File: src/rtl/core/ssme_pkg.sv
`timescale 1ns / 1ps
// ----------------------------------------------------------------------------
// ssme_pkg
// shared types and constants for the schedule makespan evaluator
// ----------------------------------------------------------------------------
package ssme_pkg;

    localparam int MACHINES  = 16;
    localparam int JOBS      = 64;
    localparam int MACH_W    = 4;
    localparam int JOB_W     = 6;
    localparam int TIME_W    = 32;
    localparam int MACH_AW   = (MACHINES > 1) ? $clog2(MACHINES) : 1;
    localparam int JOB_AW    = (JOBS > 1) ? $clog2(JOBS) : 1;

    localparam logic [TIME_W-1:0] TIME_MAX = {TIME_W{1'b1}};

    typedef logic [TIME_W-1:0]  time_t;
    typedef logic [MACH_AW-1:0] mach_idx_t;
    typedef logic [JOB_AW-1:0]  job_idx_t;

    typedef struct packed {
        logic              start_schedule;
        logic [JOB_W-1:0]  job;
        logic [MACH_W-1:0] machine;
        logic              first_of_job;
        time_t             proc_time;
    } op_word_t;

    typedef struct packed {
        time_t done_time;
        logic  pred_is_job;
        time_t makespan;
    } res_word_t;

    // control from the store side to the timing unit
    typedef struct packed {
        logic start;
        logic first;
        logic mach_seen;
        logic fwd_mach;
        logic fwd_job;
    } calc_ctrl_t;

endpackage

File: src/rtl/core/ssme_calc.sv
`timescale 1ns / 1ps
// ----------------------------------------------------------------------------
// ssme_calc
// start selection, saturating completion time and running makespan
// ----------------------------------------------------------------------------
module ssme_calc
(
    input  ssme_pkg::calc_ctrl_t ctrl,
    input  ssme_pkg::time_t      mach_rd,
    input  ssme_pkg::time_t      job_rd,
    input  ssme_pkg::time_t      last_done,
    input  ssme_pkg::time_t      proc_time,
    input  ssme_pkg::time_t      makespan_now,
    output ssme_pkg::res_word_t  res
);
    import ssme_pkg::*;

    time_t             mach_t;
    time_t             job_t;
    time_t             begin_t;
    time_t             ms_base;
    logic              by_job;
    logic [TIME_W:0]   sum;

    always_comb
    begin
        if (ctrl.start)
            mach_t = '0;
        else if (ctrl.fwd_mach)
            mach_t = last_done;
        else if (ctrl.mach_seen)
            mach_t = mach_rd;
        else
            mach_t = '0;

        job_t   = ctrl.fwd_job ? last_done : job_rd;
        by_job  = !ctrl.first && (mach_t < job_t);
        begin_t = by_job ? job_t : mach_t;
        sum     = {1'b0, begin_t} + {1'b0, proc_time};

        res.done_time   = sum[TIME_W] ? TIME_MAX : sum[TIME_W-1:0];
        res.pred_is_job = by_job;
        ms_base         = ctrl.start ? '0 : makespan_now;
        res.makespan    = (res.done_time > ms_base) ? res.done_time : ms_base;
    end

endmodule

File: src/rtl/core/shop_schedule_makespan_eval_top.sv
`timescale 1ns / 1ps
// ----------------------------------------------------------------------------
// shop_schedule_makespan_eval_top
// makespan evaluator for a shop schedule fed one operation per word
// ----------------------------------------------------------------------------
// One operation word is taken per cycle while the input is not stalled. The
// accepting edge also does the synchronous read of the machine and job time
// memories. The compute stage then does the compare, the saturating add and the
// makespan update, and the result is registered when that stage advances.
// The input stalls only while a result word waits in the output register and
// the compute stage is full. Back-to-back operations on the same machine or
// job are served by forwarding the last written time. A schedule start clears
// the machine times at once through per-machine valid bits. Job times are
// undefined until a job's first operation writes them.
module shop_schedule_makespan_eval_top
(
    input  logic                 clk,
    input  logic                 rst_n,
    input  logic                 op_valid,
    output logic                 op_stall,
    input  ssme_pkg::op_word_t   op_word,
    output logic                 res_valid,
    input  logic                 res_stall,
    output ssme_pkg::res_word_t  res_word
);
    import ssme_pkg::*;

    time_t               mach_mem [MACHINES];
    time_t               job_mem  [JOBS];

    time_t               mach_rd_reg;
    time_t               job_rd_reg;
    logic                s1_valid_reg;
    op_word_t            s1_word_reg;
    logic                fwd_mach_reg;
    logic                fwd_job_reg;
    time_t               last_done_reg;
    logic [MACHINES-1:0] seen_reg;
    logic [MACHINES-1:0] seen_next;
    time_t               makespan_reg;
    logic                res_valid_reg;
    res_word_t           res_word_reg;

    logic                advance;
    logic                op_take;
    mach_idx_t           op_m;
    job_idx_t            op_j;
    mach_idx_t           s1_m;
    job_idx_t            s1_j;
    calc_ctrl_t          ctrl;
    res_word_t           calc_res;

    assign op_m     = op_word.machine[MACH_AW-1:0];
    assign op_j     = op_word.job[JOB_AW-1:0];
    assign s1_m     = s1_word_reg.machine[MACH_AW-1:0];
    assign s1_j     = s1_word_reg.job[JOB_AW-1:0];

    assign advance  = s1_valid_reg && (!res_valid_reg || !res_stall);
    assign op_stall = s1_valid_reg && !advance;
    assign op_take  = op_valid && !op_stall;

    assign ctrl.start     = s1_word_reg.start_schedule;
    assign ctrl.first     = s1_word_reg.first_of_job;
    assign ctrl.mach_seen = seen_reg[s1_m];
    assign ctrl.fwd_mach  = fwd_mach_reg;
    assign ctrl.fwd_job   = fwd_job_reg;

    ssme_calc u_calc
    (
        .ctrl         (ctrl),
        .mach_rd      (mach_rd_reg),
        .job_rd       (job_rd_reg),
        .last_done    (last_done_reg),
        .proc_time    (s1_word_reg.proc_time),
        .makespan_now (makespan_reg),
        .res          (calc_res)
    );

    // time memories, read before write on the same edge
    always_ff @(posedge clk)
    begin
        if (advance)
        begin
            mach_mem[s1_m] <= calc_res.done_time;
            job_mem[s1_j]  <= calc_res.done_time;
        end
        if (op_take)
        begin
            mach_rd_reg <= mach_mem[op_m];
            job_rd_reg  <= job_mem[op_j];
        end
    end

    always_comb
    begin
        seen_next = seen_reg;
        if (advance)
        begin
            if (s1_word_reg.start_schedule)
                seen_next = '0;
            seen_next[s1_m] = 1'b1;
        end
    end

    always_ff @(posedge clk or negedge rst_n)
    begin
        if (!rst_n)
        begin
            s1_valid_reg  <= 1'b0;
            res_valid_reg <= 1'b0;
            seen_reg      <= '0;
            makespan_reg  <= '0;
        end
        else
        begin
            seen_reg <= seen_next;
            if (op_take)
                s1_valid_reg <= 1'b1;
            else if (advance)
                s1_valid_reg <= 1'b0;
            if (advance)
            begin
                res_valid_reg <= 1'b1;
                makespan_reg  <= calc_res.makespan;
            end
            else if (!res_stall)
                res_valid_reg <= 1'b0;
        end
    end

    always_ff @(posedge clk)
    begin
        if (op_take)
        begin
            s1_word_reg  <= op_word;
            fwd_mach_reg <= advance && (s1_m == op_m);
            fwd_job_reg  <= advance && (s1_j == op_j);
        end
        if (advance)
        begin
            last_done_reg <= calc_res.done_time;
            res_word_reg  <= calc_res;
        end
    end

    assign res_valid = res_valid_reg;
    assign res_word  = res_word_reg;

endmodule

File: config.mk
export PLATFORM = sky130hd
export DESIGN_NAME = shop_schedule_makespan_eval_top
export DESIGN_NICKNAME = d
export VERILOG_FILES = /design/src/rtl/core/ssme_pkg.sv /design/src/rtl/core/ssme_calc.sv /design/src/rtl/core/shop_schedule_makespan_eval_top.sv
export SDC_FILE = /design/constraint.sdc
export NUM_CORES = 2
export LEC_CHECK = 0
export ABC_AREA = 0
export BUFFER_PORTS_ARGS = -buffer_cell sky130_fd_sc_hd__buf_4
export CAP_MARGIN = 10
export CORE_MARGIN = 8
export CORE_UTILIZATION = 50
export CTS_CLUSTER_SIZE = 24
export DETAILED_ROUTE_END_ITERATION = 8
export PLACE_DENSITY = 0.75
export SETUP_SLACK_MARGIN = 0.5
export SYNTH_ARGS = -nofsm -noshare
export SYNTH_HDL_FRONTEND = slang
export SYNTH_SLANG_ARGS = --single-unit
File: constraint.sdc
create_clock -name clk -period 12.81 [get_ports clk]
set_clock_uncertainty 0.05 [all_clocks]
set_input_delay 1.281 -clock clk [delete_from_list [all_inputs] [get_ports clk]]
set_output_delay 1.281 -clock clk [all_outputs]
set_load 0.02 [all_outputs]
==> impl_metrics.ini <==
[worst_setup_path]
r2r-end = makespan_reg[25]$_DFFE_PN0P_
slowest_stage = o21ai_4
crit_path_end_kind = flop
crit_required_ns = 13.56
rrSetupSlack_ns = 2.37
crit_path_max_incr_delay_ns = 0.89
path_max_fanout = 82
startpoint = s1_m[3]$_DFFE_PP_
timing.rr.start = s1_m[3]$_DFFE_PP_
worstRegToRegCells = 36
cp.arrival_ns = 11.18
crit_family = compound AO/OA/AOI/OAI gates
crit_path_end = makespan_reg[25]$_DFFE_PN0P_
path_depth = 36
setup.worst_path.class = reg -> reg
start_kind = flop
cp.buffers_inverters = 4

[logic_synthesis]
yosysSeqAreaShare_pct = 75.96
synth-async-reset-ratio_pct = 1.795
synthCells = 4914
synthTopCellsByArea = edfxtp_1 75%, mux4_2 17%, dfrtp_1 1.1%
synth_largest_area_cell = edfxtp_1
synth_adder_area_share_pct = 1.101
synthMuxAreaShare_pct = 17.98
yosys_warnings = 0
synth_nets = 5058
yosys_most_used_dff = edfxtp_1
synthSimpleGateAreaFrac_pct = 2.072
synth_cell_types = 61
syn_avg_cell_area_sq_um = 22.34
synthDominantCellAreaShare_pct = 74.82
syn_area_sq_um = 109800
synth_xor_area_share_pct = 0.2473
synth_edf_count = 2735
synth_seq_cells = 2785
synth_top_family_by_area = multiplexers
synth_compound_area_share_pct = 1.404

[sta]
rsz0062_at_grt = no
worstMarginPinSlew_ns = 1.161
drv_slew = 0
layout_min_cycle_time_ns = 10.44
hold_violations = 0
setup_viol = 0
relSlewSlack_pct = 22.60
fmax_ghz = 0.09580
fin_tns_setup_ns = 0
final.period_utilization_pct = 81.49

[final_layout]
nFillCells = 15290
syn2layout_area_growth_pct = 12.76
final_nets = 5357
largest_register_ffs = 2048
drive_gt1_share_pct = 29.82

[floorplan]
initial_core_util_pct = 50.15
dieArea_sq_um = 234800
die_w_um = 484.5
io_pins = 115
rows = 172
core-area_sq_um = 218900
die_h_um = 484.5

[power]
finalPower_mw = 23.86
power_density_nw_per_um2 = 192.7
peakVddDrop_uv = 216.4
switchingPower_mw = 6.507
intPower_mw = 17.35
p_leak_nw = 39.61
p_seq_share_pct = 50.4
power.clock.fraction_pct = 33.3
p_sw_share_pct = 27.28
comb_power_share_pct = 16.4

[detailed_routing]
drtIter0Drc = 7927
ant_nets = 0
first_pass_iters = 6
drc = 0
drt_wl_total_um = 288300
drt-vias-per-instance = 6.518
vias = 54070
wire_per_inst_um = 34.75

[flow_run]
maxCapViolations = 0

[clock_network]
cts-htree-levels = 5
cts_tree = done
clockBufferDepth = 4
ctsHoldBuffers = 0
clock_sinks = 2785
worstSkewPairLatency_ns = 0.93
cts_setup_buffers = 0
clock-root-buffer = clkbuf_16
cts.clk_slew.worst_paths_ns = 0.06
post_cts_resized = 0
numCtsBuffers = 283

[global_routing]
antenna_found_initial = 35
grt_pass1_wl_um = 406700
grt_overflow_total = 0
globalRouteMet3Util_pct = 5.893
grt_pass1_vias = 54640
grt_usage_pct = 24.16
grt_max_degree = 100
grt_use_met2_pct = 38.67
busiest_layer = met2
grtUsageMet1_pct = 32.62

[min_path]
hold_path_class = in -> async

[place]
numPortBuffers = 114
place.gp.congestion = 0.9259
dpl.hpwl_um = 150900

[run_status]
status = finished, final reports clean
[Yosys cell counts (7+ instances only)]
| cell | instances |
|---|---|
| nor2b_1 | 8 |
| a31oi_1 | 9 |
| a21oi_1 | 68 |
| ha_1 | 95 |
| and2_1 | 8 |
| o21ai_0 | 51 |
| buf_6 | 7 |
| nor2_1 | 143 |
| nand4_1 | 19 |
| xnor2_1 | 18 |
| mux2i_1 | 89 |
| dfrtp_1 | 50 |
| o21a_1 | 14 |
| xor2_1 | 13 |
| edfxtp_1 | 2735 |
| a21o_1 | 38 |
| nand2_1 | 175 |
| clkbuf_1 | 136 |
| mux2_2 | 16 |
| a211oi_1 | 8 |
| nand3_1 | 54 |
| inv_1 | 68 |
| buf_2 | 60 |
| nand3b_1 | 34 |
| o21ai_1 | 24 |
| nand2b_1 | 12 |
| nor3_1 | 19 |
| buf_1 | 44 |
| mux4_2 | 828 |
[per-layer routing]
layer,vias up,wire length (um)
met5,-,71
met4,12,11640
met3,578,34210
met2,3731,138400
met1,28470,104000
li1,21280,-
[worst reg2reg max path: cells and delay by family (launching register included)]
kind	cells	cell delay, ns
compound gates	15	4.37
xor+xnor	1	0.31
fa+ha+maj	3	1.14
buf+inv	4	1.20
flops	1	0.60
mux	4	1.29
simple gates	9	1.33
[power groups by stage]
stage | sequential [mW] | combinational [mW] | clock [mW]
global placement | 12.2 | 3.72 | 0
finish | 12.0 | 3.91 | 7.94
global route | 12.0 | 4.11 | 8.38
floorplan | 12.2 | 1.96 | 0
detailed placement | 12.2 | 3.86 | 0
CTS | 12.0 | 3.89 | 8.05
[worst min-delay path by stage]
stage                     slack (ns)                      from                        to  cells past startpoint
after floorplan                 0.39   seen_reg[4]$_DFFE_PN0P_   seen_reg[4]$_DFFE_PN0P_                      1
after global placement          0.40  seen_reg[15]$_DFFE_PN0P_  seen_reg[15]$_DFFE_PN0P_                      1
after detailed placement        0.42  seen_reg[11]$_DFFE_PN0P_  seen_reg[11]$_DFFE_PN0P_                      1
after CTS                       0.37                     rst_n   seen_reg[1]$_DFFE_PN0P_                      1
after global routing            0.42                     rst_n  s1_valid_reg$_DFFE_PN0P_                      1
final                           0.40                     rst_n  s1_valid_reg$_DFFE_PN0P_                      1
[area by class of cell]
cell class | count | area, sq um | share of cell area (%)
timing repair buffer | 266 | 2058 | 1.663
tap | 2871 | 3592 | 2.902
antenna | 15 | 37.54 | 0.03033
clock inverter | 139 | 1270 | 1.026
multi-input combinational | 1806 | 25680 | 20.75
sequential | 2785 | 83380 | 67.37
inverter | 71 | 267.8 | 0.2163
clock buffer | 342 | 7483 | 6.046
[cells in the final DEF, fill, tap and decap left out, types with 27 or more instances in the layout]
cell type,netlist,final
nand2_1,175,172
clkinv_1,2,56
a21o_1,38,37
dfrtp_1,50,50
inv_2,1,27
clkbuf_16,0,291
nor2_1,143,66
mux4_2,828,828
mux2i_1,89,89
ha_1,95,95
clkbuf_1,136,50
buf_4,5,258
clkinv_2,0,46
nand3b_1,34,34
edfxtp_1,2735,2735
nor2_4,0,76
a21oi_1,68,68
o21ai_0,51,51
nand3_1,54,54
inv_1,68,41
[kinds of logic after synthesis]
| kind of cell | count (synthesis) |
|---|---|
| xor+xnor | 31 |
| simple gates | 496 |
| flops | 2785 |
| fa+ha+maj | 96 |
| compound gates | 249 |
| buf+inv | 323 |
| mux | 934 |
[through the flow]
stage	area, sq um	setup slack, ns	utilization (%)	instances	hold WS (ns)
5_1_grt	123700	1.683	56.53	8281	0.4174
4_1_cts	123700	2.442	56.53	8280	0.3695
2_1_floorplan	109800	3.663	-	4914	0.3944
3_5_place_dp	115000	2.517	52.53	7799	0.4158
6_report	123800	2.371	56.55	8295	0.3973
3_3_place_gp	115000	2.798	52.53	7799	0.4049
(Power assumes the default switching activity.)
